==> config.mk <==
export PLATFORM = sky130hd
export DESIGN_NAME = software_timer_table_flat
export DESIGN_NICKNAME = d
export VERILOG_FILES = /design/src/hdl/stt_pkg.sv /design/src/hdl/stt_in_if.sv /design/src/hdl/stt_out_if.sv /design/src/hdl/stt_cell.sv /design/src/hdl/software_timer_table.sv /design/src/flat_wrapper.sv
export SDC_FILE = /design/constraint.sdc
export NUM_CORES = 1
export LEC_CHECK = 0
export BUFFER_PORTS_ARGS = -buffer_cell sky130_fd_sc_hd__buf_2
export CORE_UTILIZATION = 56
export DETAILED_ROUTE_END_ITERATION = 8
export GPL_TIMING_DRIVEN = 0
export PLACE_DENSITY = 0.73
export SKIP_LAST_GASP = 1
export SYNTH_ARGS = -nofsm -noshare
export SYNTH_HDL_FRONTEND = slang
export SYNTH_SLANG_ARGS = --single-unit
==> constraint.sdc <==
create_clock -name i_clk -period 4.6 [get_ports i_clk]
set_clock_uncertainty 0.15 [all_clocks]
set_input_delay 0.92 -clock i_clk [delete_from_list [all_inputs] [get_ports i_clk]]
set_output_delay 0.92 -clock i_clk [all_outputs]
set_load 0.1 [all_outputs]
==> src/hdl/stt_pkg.sv <==
package stt_pkg;

    localparam int TIMER_SLOTS_DEF = 8;
    localparam int TASK_W          = 8;
    localparam int SIGNAL_W        = 8;
    localparam int TICKS_W         = 16;

    typedef enum logic [1:0] {
        REQ_TICK         = 2'd0,
        REQ_SET_ONCE     = 2'd1,
        REQ_SET_PERIODIC = 2'd2,
        REQ_DELETE       = 2'd3
    } t_req_type;

    typedef enum logic [1:0] {
        ST_UPDATED = 2'd0,
        ST_NEW     = 2'd1,
        ST_NONE    = 2'd2
    } t_status;

    typedef enum logic {
        KIND_EVENT = 1'b0,
        KIND_ACK   = 1'b1
    } t_kind;

    typedef enum logic [1:0] {
        S_IDLE,
        S_RUN,
        S_FINISH
    } t_state;

    typedef struct packed {
        t_req_type             req_type;
        logic [TASK_W-1:0]     task_id;
        logic [SIGNAL_W-1:0]   signal_code;
        logic [TICKS_W-1:0]    ticks;
    } t_req;

    typedef struct packed {
        logic    tok;
        t_status status;
    } t_link;

    typedef struct packed {
        logic                  emit;
        logic [TASK_W-1:0]     task_id;
        logic [SIGNAL_W-1:0]   signal_code;
    } t_evt;

endpackage

==> src/hdl/stt_in_if.sv <==
interface stt_in_if;
    import stt_pkg::*;

    logic                valid;
    logic                ready;
    logic [1:0]          req_type;
    logic [TASK_W-1:0]   task_id;
    logic [SIGNAL_W-1:0] signal_code;
    logic [TICKS_W-1:0]  ticks;

    modport source (output valid, req_type, task_id, signal_code, ticks, input ready);
    modport sink   (input valid, req_type, task_id, signal_code, ticks, output ready);
endinterface

==> src/hdl/stt_out_if.sv <==
interface stt_out_if;
    import stt_pkg::*;

    logic                valid;
    logic                ready;
    logic                kind;
    logic [TASK_W-1:0]   event_task;
    logic [SIGNAL_W-1:0] event_signal;
    logic [1:0]          status;
    logic                last;

    modport source (output valid, kind, event_task, event_signal, status, last, input ready);
    modport sink   (input valid, kind, event_task, event_signal, status, last, output ready);
endinterface

==> src/hdl/stt_cell.sv <==
module stt_cell (
    input  logic           i_clk,
    input  logic           i_rst_n,
    input  logic           i_adv,
    input  stt_pkg::t_req  i_req,
    input  stt_pkg::t_link i_link,
    output stt_pkg::t_link o_link,
    output stt_pkg::t_evt  o_evt
);
    import stt_pkg::*;

    logic                r_tok;
    t_status             r_stat;
    logic                r_valid, n_valid;
    logic                r_repeat, n_repeat;
    logic [TASK_W-1:0]   r_task, n_task;
    logic [SIGNAL_W-1:0] r_sig, n_sig;
    logic [TICKS_W-1:0]  r_count, n_count;
    logic [TICKS_W-1:0]  r_period, n_period;
    logic                match;
    t_status             stat_out;

    assign match = r_valid && (r_task == i_req.task_id) && (r_sig == i_req.signal_code);

    always_comb begin
        n_valid    = r_valid;
        n_repeat   = r_repeat;
        n_task     = r_task;
        n_sig      = r_sig;
        n_count    = r_count;
        n_period   = r_period;
        stat_out   = r_stat;
        o_evt.emit        = 1'b0;
        o_evt.task_id     = r_task;
        o_evt.signal_code = r_sig;
        if (r_tok) begin
            case (i_req.req_type) inside
                REQ_TICK: begin
                    if (r_valid) begin
                        if (r_count != '0) begin
                            n_count = r_count - TICKS_W'(1);
                        end else begin
                            o_evt.emit = 1'b1;
                            if (r_repeat) begin
                                n_count = r_period;
                            end else begin
                                n_valid = 1'b0;
                            end
                        end
                    end
                end
                REQ_SET_ONCE, REQ_SET_PERIODIC: begin
                    if (r_stat == ST_NONE) begin
                        if (match) begin
                            stat_out = ST_UPDATED;
                            if (i_req.req_type == REQ_SET_ONCE) begin
                                n_count = i_req.ticks;
                            end else begin
                                n_period = i_req.ticks;
                            end
                        end else if (!r_valid) begin
                            stat_out = ST_NEW;
                            n_valid  = 1'b1;
                            n_task   = i_req.task_id;
                            n_sig    = i_req.signal_code;
                            n_count  = i_req.ticks;
                            if (i_req.req_type == REQ_SET_ONCE) begin
                                n_repeat = 1'b0;
                            end else begin
                                n_repeat = 1'b1;
                                n_period = i_req.ticks;
                            end
                        end
                    end
                end
                default: begin
                    if (r_stat == ST_NONE && match) begin
                        stat_out = ST_UPDATED;
                        n_valid  = 1'b0;
                        n_repeat = 1'b0;
                    end
                end
            endcase
        end
    end

    assign o_link.tok    = r_tok;
    assign o_link.status = stat_out;

    always_ff @(posedge i_clk) begin
        if (!i_rst_n) begin
            r_tok    <= 1'b0;
            r_stat   <= ST_NONE;
            r_valid  <= 1'b0;
            r_repeat <= 1'b0;
        end else if (i_adv) begin
            r_tok    <= i_link.tok;
            r_stat   <= i_link.status;
            r_valid  <= n_valid;
            r_repeat <= n_repeat;
        end
    end

    always_ff @(posedge i_clk) begin
        if (i_adv) begin
            r_task   <= n_task;
            r_sig    <= n_sig;
            r_count  <= n_count;
            r_period <= n_period;
        end
    end

endmodule

==> src/hdl/software_timer_table.sv <==
// A pool of timer slots kept in a chain of slot cells. An accepted word starts a
// token at the first cell that moves one cell per cycle while the chain is not
// stalled; each cell counts down, expires, takes, updates or frees its slot as
// the token passes, and a command stops acting after the first cell that serves
// it. After the token has walked the chain, a finishing state and then the idle
// state follow, and the next word is taken in the idle state; the walk and the
// finish wait while the result register is held by the sink. Expiry events leave
// in slot order with the last one of a tick marked; set and delete commands give
// one acknowledge.
module software_timer_table #(
    parameter int TIMER_SLOTS = stt_pkg::TIMER_SLOTS_DEF
) (
    input  logic      i_clk,
    input  logic      i_rst_n,
    stt_in_if.sink    i_req,
    stt_out_if.source o_rsp
);
    import stt_pkg::*;

    t_state              r_state, n_state;
    t_req                r_req;
    t_status             r_fin_status;
    logic                r_pend_valid;
    logic [TASK_W-1:0]   r_pend_task;
    logic [SIGNAL_W-1:0] r_pend_sig;
    logic                r_out_valid;
    logic                r_out_kind;
    logic [TASK_W-1:0]   r_out_task;
    logic [SIGNAL_W-1:0] r_out_sig;
    t_status             r_out_status;
    logic                r_out_last;

    t_link               link [TIMER_SLOTS+1];
    t_evt                cell_evt [TIMER_SLOTS];
    logic [TIMER_SLOTS-1:0] tok_vec;
    logic                evt_any;
    logic [TASK_W-1:0]   evt_task;
    logic [SIGNAL_W-1:0] evt_sig;
    logic                accept, out_free, stall, advance, chain_exit, is_tick;
    logic                push_pend_run, push_pend_fin, push_ack;

    assign accept   = i_req.valid && i_req.ready;
    assign out_free = !r_out_valid || o_rsp.ready;
    assign is_tick  = (r_req.req_type == REQ_TICK);
    assign stall    = (r_state == S_RUN) && evt_any && r_pend_valid && !out_free;
    assign advance  = !stall;
    assign chain_exit = tok_vec[TIMER_SLOTS-1] && advance;

    assign link[0].tok    = accept;
    assign link[0].status = ST_NONE;

    for (genvar g = 0; g < TIMER_SLOTS; g++) begin : g_cell
        stt_cell u_cell (
            .i_clk  (i_clk),
            .i_rst_n(i_rst_n),
            .i_adv  (advance),
            .i_req  (r_req),
            .i_link (link[g]),
            .o_link (link[g+1]),
            .o_evt  (cell_evt[g])
        );
    end

    always_comb begin
        evt_any  = 1'b0;
        evt_task = '0;
        evt_sig  = '0;
        tok_vec  = '0;
        for (int k = 0; k < TIMER_SLOTS; k++) begin
            tok_vec[k] = link[k+1].tok;
            if (cell_evt[k].emit) begin
                evt_any  = 1'b1;
                evt_task = evt_task | cell_evt[k].task_id;
                evt_sig  = evt_sig | cell_evt[k].signal_code;
            end
        end
    end

    always_comb begin
        n_state       = r_state;
        push_pend_run = 1'b0;
        push_pend_fin = 1'b0;
        push_ack      = 1'b0;
        unique case (r_state)
            S_IDLE: begin
                if (accept) begin
                    n_state = S_RUN;
                end
            end
            S_RUN: begin
                push_pend_run = advance && evt_any && r_pend_valid;
                if (chain_exit) begin
                    n_state = S_FINISH;
                end
            end
            S_FINISH: begin
                if (is_tick) begin
                    if (!r_pend_valid) begin
                        n_state = S_IDLE;
                    end else if (out_free) begin
                        push_pend_fin = 1'b1;
                        n_state       = S_IDLE;
                    end
                end else if (out_free) begin
                    push_ack = 1'b1;
                    n_state  = S_IDLE;
                end
            end
            default: begin
                n_state = S_IDLE;
            end
        endcase
    end

    always_ff @(posedge i_clk) begin
        if (!i_rst_n) begin
            r_state      <= S_IDLE;
            r_pend_valid <= 1'b0;
            r_out_valid  <= 1'b0;
        end else begin
            r_state <= n_state;
            if (r_state == S_RUN && advance && evt_any) begin
                r_pend_valid <= 1'b1;
            end else if (push_pend_fin) begin
                r_pend_valid <= 1'b0;
            end
            if (push_pend_run || push_pend_fin || push_ack) begin
                r_out_valid <= 1'b1;
            end else if (o_rsp.ready) begin
                r_out_valid <= 1'b0;
            end
        end
    end

    always_ff @(posedge i_clk) begin
        if (accept) begin
            r_req.req_type    <= t_req_type'(i_req.req_type);
            r_req.task_id     <= i_req.task_id;
            r_req.signal_code <= i_req.signal_code;
            r_req.ticks       <= i_req.ticks;
        end
        if (chain_exit) begin
            r_fin_status <= link[TIMER_SLOTS].status;
        end
        if (r_state == S_RUN && advance && evt_any) begin
            r_pend_task <= evt_task;
            r_pend_sig  <= evt_sig;
        end
        if (push_pend_run || push_pend_fin) begin
            r_out_kind   <= KIND_EVENT;
            r_out_task   <= r_pend_task;
            r_out_sig    <= r_pend_sig;
            r_out_status <= ST_UPDATED;
            r_out_last   <= push_pend_fin;
        end else if (push_ack) begin
            r_out_kind   <= KIND_ACK;
            r_out_task   <= r_req.task_id;
            r_out_sig    <= r_req.signal_code;
            r_out_status <= r_fin_status;
            r_out_last   <= 1'b1;
        end
    end

    assign i_req.ready        = (r_state == S_IDLE);
    assign o_rsp.valid        = r_out_valid;
    assign o_rsp.kind         = r_out_kind;
    assign o_rsp.event_task   = r_out_task;
    assign o_rsp.event_signal = r_out_sig;
    assign o_rsp.status       = r_out_status;
    assign o_rsp.last         = r_out_last;

`ifndef NO_ASSERTIONS
    a_token_single: assert property (@(posedge i_clk) disable iff (!i_rst_n)
        $onehot0(tok_vec))
        else $error("more than one slot cell holds the token");

    a_idle_no_token: assert property (@(posedge i_clk) disable iff (!i_rst_n)
        (r_state == S_IDLE) |-> (tok_vec == '0))
        else $error("token in the chain while the block is idle");

    a_stall_cause: assert property (@(posedge i_clk) disable iff (!i_rst_n)
        stall |-> (r_out_valid && r_pend_valid && evt_any))
        else $error("chain stalled without a blocked event");

    a_cmd_no_pend: assert property (@(posedge i_clk) disable iff (!i_rst_n)
        (r_state != S_IDLE && !is_tick) |-> !r_pend_valid)
        else $error("pending event held during a command");

    a_run_to_finish: assert property (@(posedge i_clk) disable iff (!i_rst_n)
        (r_state == S_RUN && chain_exit) |=> (r_state == S_FINISH))
        else $error("token left the chain without finishing");
`endif

endmodule

==> src/flat_wrapper.sv <==
// flat-port wrapper written by rule: the top's interface ports become plain ports
module software_timer_table_flat import stt_pkg::*;
#(
    parameter int TIMER_SLOTS = stt_pkg::TIMER_SLOTS_DEF
)
  (i_clk, i_rst_n, i_req_valid, i_req_req_type, i_req_task_id, i_req_signal_code, i_req_ticks, i_req_ready, o_rsp_valid, o_rsp_kind, o_rsp_event_task, o_rsp_event_signal, o_rsp_status, o_rsp_last, o_rsp_ready);
  stt_in_if i_req_i ();
  stt_out_if o_rsp_i ();
  input  logic i_clk;
  input  logic i_rst_n;
  input wire logic [$bits(i_req_i.valid)-1:0] i_req_valid;
  input wire logic [$bits(i_req_i.req_type)-1:0] i_req_req_type;
  input wire logic [$bits(i_req_i.task_id)-1:0] i_req_task_id;
  input wire logic [$bits(i_req_i.signal_code)-1:0] i_req_signal_code;
  input wire logic [$bits(i_req_i.ticks)-1:0] i_req_ticks;
  output wire logic [$bits(i_req_i.ready)-1:0] i_req_ready;
  output wire logic [$bits(o_rsp_i.valid)-1:0] o_rsp_valid;
  output wire logic [$bits(o_rsp_i.kind)-1:0] o_rsp_kind;
  output wire logic [$bits(o_rsp_i.event_task)-1:0] o_rsp_event_task;
  output wire logic [$bits(o_rsp_i.event_signal)-1:0] o_rsp_event_signal;
  output wire logic [$bits(o_rsp_i.status)-1:0] o_rsp_status;
  output wire logic [$bits(o_rsp_i.last)-1:0] o_rsp_last;
  input wire logic [$bits(o_rsp_i.ready)-1:0] o_rsp_ready;
  assign i_req_i.valid = i_req_valid;
  assign i_req_i.req_type = i_req_req_type;
  assign i_req_i.task_id = i_req_task_id;
  assign i_req_i.signal_code = i_req_signal_code;
  assign i_req_i.ticks = i_req_ticks;
  assign i_req_ready = i_req_i.ready;
  assign o_rsp_valid = o_rsp_i.valid;
  assign o_rsp_kind = o_rsp_i.kind;
  assign o_rsp_event_task = o_rsp_i.event_task;
  assign o_rsp_event_signal = o_rsp_i.event_signal;
  assign o_rsp_status = o_rsp_i.status;
  assign o_rsp_last = o_rsp_i.last;
  assign o_rsp_i.ready = o_rsp_ready;
  software_timer_table #(.TIMER_SLOTS(TIMER_SLOTS)) u_core (.i_clk(i_clk), .i_rst_n(i_rst_n), .i_req(i_req_i), .o_rsp(o_rsp_i));
endmodule
==> flow_summary_export.csv <==
group,metric,value,unit
grt,grtUsageMet3,0.08463,
cells_and_area,fin_util,0.6396,
grt,grt_pass1_vias,16290,
synthesis,ys_types,73,
synthesis,synth_top_area_cell,"edfxtp_1",
routing,viasPerCell,6.541,
timing,min_period,4.573,ns
grt,grtUsageMet2,0.4786,
hold_path,holdPathEnd,"u_core.g_cell[6].u_cell.r_stat[1]",
hold_path,min_path_cells,2,
cells_and_area,design_area,26060,um^2
cells_and_area,fin_nets,2116,
floorplanning,die_x,205.0,um
cells_and_area,drive_gt1_frac,0.1020,
pwr,p_per_area,362.7,nW/um^2
floorplanning,start_util,0.5666,
timing,rsz0062_at_grt,"no",
critical_path,worst-path-buf-inv,4,
critical_path,start_kind,"register",
pwr,p_int,7.315,mW
cts,clock_sinks,498,
cells_and_area,areaGrowthSynthToFinish,12.88,%
grt,grt_max_degree,36,
cts,clkTransAtPathRegs,0.07,ns
cts,post-cts-setup-buffer-count,0,
synthesis,synth.avg_cell_area,12.04,um^2
critical_path,required,4.75,ns
cells_and_area,fillers,3092,
critical_path,path_cells,"inv_1, ha_1, clkbuf_1, and3_1, and3b_1, a32o_1, nor4_1, or3_4, buf_2, nand2_1, a211oi_2, buf_4",
synthesis,yosysWarningCount,0,
timing,maxSlewHeadroom,0.1687,
synthesis,synth_edf_count,453,
hold_path,min_from,"u_core.g_cell[5].u_cell.r_stat[1]",
timing,setup_violations,0,
routing,wl_per_cell,26.21,um
synthesis,netlist_instances,1917,
routing,finalWirelength,68.95,mm
critical_path,reg2reg_depth,12,
pwr,share_seq_of_total_power,0.538,
synthesis,synth-main-ff-cell,"edfxtp_1",
pwr,p_leak,8.680,nW
cts,root_buffer,"clkbuf_16",
cts,clkLatencyLatePin,0.60,ns
timing,hold_viol,0,
timing,tightestPinTransition,1.242,ns
pwr,p_clk_frac,0.414,
routing,drtIter0Drc,2412,
run_status,outcome,"completed",
synthesis,yosys-top-cells-count,"453 x edfxtp_1, 223 x o21ai_0, 213 x nand2_1",
cells_and_area,seq_area,14500,um^2
cts,cts_tree,"built",
critical_path,cp.arrival,4.72,ns
grt,globalRoute.busiestLayer,"met2",
pwr,switchingPower,2.135,mW
routing,ant_nets,0,
timing,min_period_over_period,0.9941,
synthesis,seq_area_frac_synth,0.6283,
hold_path,hold_path_class,"register to register",
timing,fmax,218.7,MHz
critical_path,reg2reg_from,"u_core.r_req[32]",
synthesis,synth_top_area_share,0.5893,
routing,drc,0,
pwr,power.total,9.450,mW
critical_path,worstSetupEndpointType,"register",
routing,vias,17210,
synthesis,synth_area,23080,um^2
pwr,switching_share,0.2259,
placement,placed_area,24490,um^2
routing,drt_first_pass_iters,8,
floorplanning,io_pins,60,
synthesis,synthArstFlopShare,0,
placement,dpl.hpwl,47.12,mm
synthesis,ys_seq_elements,498,
cells_and_area,multi_input_area,8182,um^2
grt,grt-ovfl-total,0,
critical_path,path_max_fanout,10,
critical_path,rrSetupSlack,0.03,ns
grt,grt_pass1_wl,101.2,mm
critical_path,rr_endpoint,"u_core.g_cell[0].u_cell.r_count[7]",
critical_path,cpMaxStageDelayCell,"nor4_1",
floorplanning,chipHeight,205.0,um
placement,port_buffers,58,
run,cap_violations,0,
grt,met1_usage,0.4698,
grt,grt_antenna_before_repair,1,
placement,gp_congestion,0.9757,
floorplanning,dieArea,42040,um^2
synthesis,yosys-top-cells-area,"edfxtp_1 59%, xnor2_1 5.3%, o21ai_0 4.8%, dfxtp_1 3.9%, nand2_1 3.5%",
critical_path,critPathKind,"register to register",
grt,grt_usage,0.3307,
critical_path,crit_path_max_incr_delay,0.70,ns
timing,final_max_slew_viol_count,0,
cts,cts_made_buffers,50,
critical_path,crit_family,"simple AND/OR/NAND/NOR gates",
synthesis,synthMostInstantiatedCell,"edfxtp_1",
cts,clockBufferDepth,3,
pwr,comb_power_share,0.048,
floorplanning,rows,74,
floorplanning,coreArea,40740,um^2
synthesis,postSynthNetCount,1975,
pwr,ir_drop,0.3161,mV
cts,h-tree-depth,2,
## state kept, by name, summed over array words and instances (netlist names), 14 cells and up
signal,count
u_core.g_cell.u_cell.r_count,128
u_core.g_cell.u_cell.r_period,128
u_core.g_cell.u_cell.r_sig,64
u_core.g_cell.u_cell.r_stat,14
u_core.g_cell.u_cell.r_task,64
u_core.r_req,34
## per-stage QoR
step	setup WS, ns	hold slack, ns	TNS, ns	instances
4_1_cts	0.04549	0.3319	0	2629
3_5_place_dp	-0.01021	0.3267	-0.1534	2537
6_report	0.02730	0.3365	0	2631
2_1_floorplan	0.5088	0.2985	0	1917
5_1_grt	0.02592	0.3254	0	2630
3_3_place_gp	-1.543	0.3075	-295.08	2507
## worst register-to-register path, delay by kind of cell, from the launching register on
family	cells	cell delay [ns]
AND/OR/NAND/NOR	5	1.70
buffers and inverters	4	0.93
AO/OA/AOI/OAI	2	0.91
flip-flops	1	0.38
adder cells (fa/ha/maj)	1	0.19
## per-layer routing
layer | wire length, um | up-vias
met5 | 10 | -
li1 | - | 7510
met1 | 27050 | 8320
met3 | 8925 | 208
met4 | 3166 | 2
met2 | 29800 | 1169
## kinds of logic (layout without fill, tap and decap cells)
kind of cell | Yosys count | count (layout) | share of synthesized area
flops | 498 | 498 | 0.6283
other cells | 0 | 1 | 0
simple gates | 598 | 598 | 0.1285
fa+ha+maj | 20 | 20 | 0.01084
xor+xnor | 218 | 218 | 0.08271
compound gates | 423 | 423 | 0.1128
mux | 29 | 29 | 0.01344
buf+inv | 131 | 312 | 0.02342
## worst max-delay path by stage
stage | start | endpoint | slack [ns] | cells past startpoint
floorplan | u_core.r_req[30] | u_core.g_cell[7].u_cell.r_period[0] | 0.51 | 6
global placement | u_core.r_req[31] | u_core.g_cell[7].u_cell.r_period[1] | -1.54 | 6
detailed placement | u_core.r_req[24] | u_core.g_cell[1].u_cell.r_count[5] | -0.01 | 8
CTS | u_core.g_cell[3].u_cell.r_count[6] | u_core.o_rsp.event_task[3] | 0.05 | 8
global route | u_core.r_req[32] | u_core.g_cell[0].u_cell.r_count[7] | 0.03 | 12
finish | u_core.r_req[32] | u_core.g_cell[0].u_cell.r_count[7] | 0.03 | 12
## power groups by stage
stage	Sequential [mW]	Clock, mW	Combinational (mW)
floorplan	5.13	0	0.255
global placement	5.18	0	0.414
detailed placement	5.18	0	0.436
CTS	5.08	3.93	0.439
global route	5.08	4.09	0.479
finish	5.08	3.91	0.452
## layout make-up
| type | instances | share of cell area |
|---|---|---|
| antenna | 1 | 0.00009603 |
| buffer | 100 | 0.01618 |
| clock buffer | 60 | 0.05027 |
| clock inverter | 32 | 0.008787 |
| inverter | 31 | 0.004562 |
| multi-input combinational | 1288 | 0.3140 |
| sequential | 498 | 0.5566 |
| tap | 532 | 0.02554 |
| timing repair buffer | 89 | 0.02396 |
## cells in the final DEF (no fill, tap or decap), drive strengths merged, types with 48 or more instances in the layout
master,netlist,final
a21oi,48,48
buf,10,99
clkbuf,90,150
edfxtp,453,453
nand2,214,214
nand3,55,55
nor2,85,85
nor3,54,54
o21ai,223,223
xnor2,139,139
xor2,79,79
## what timing repair did
action,in CTS,in global routing
hold buffers,0,0
gates resized for setup,2,4
endpoints found under the setup margin,32,33
Power figures use the tool's default switching activity.
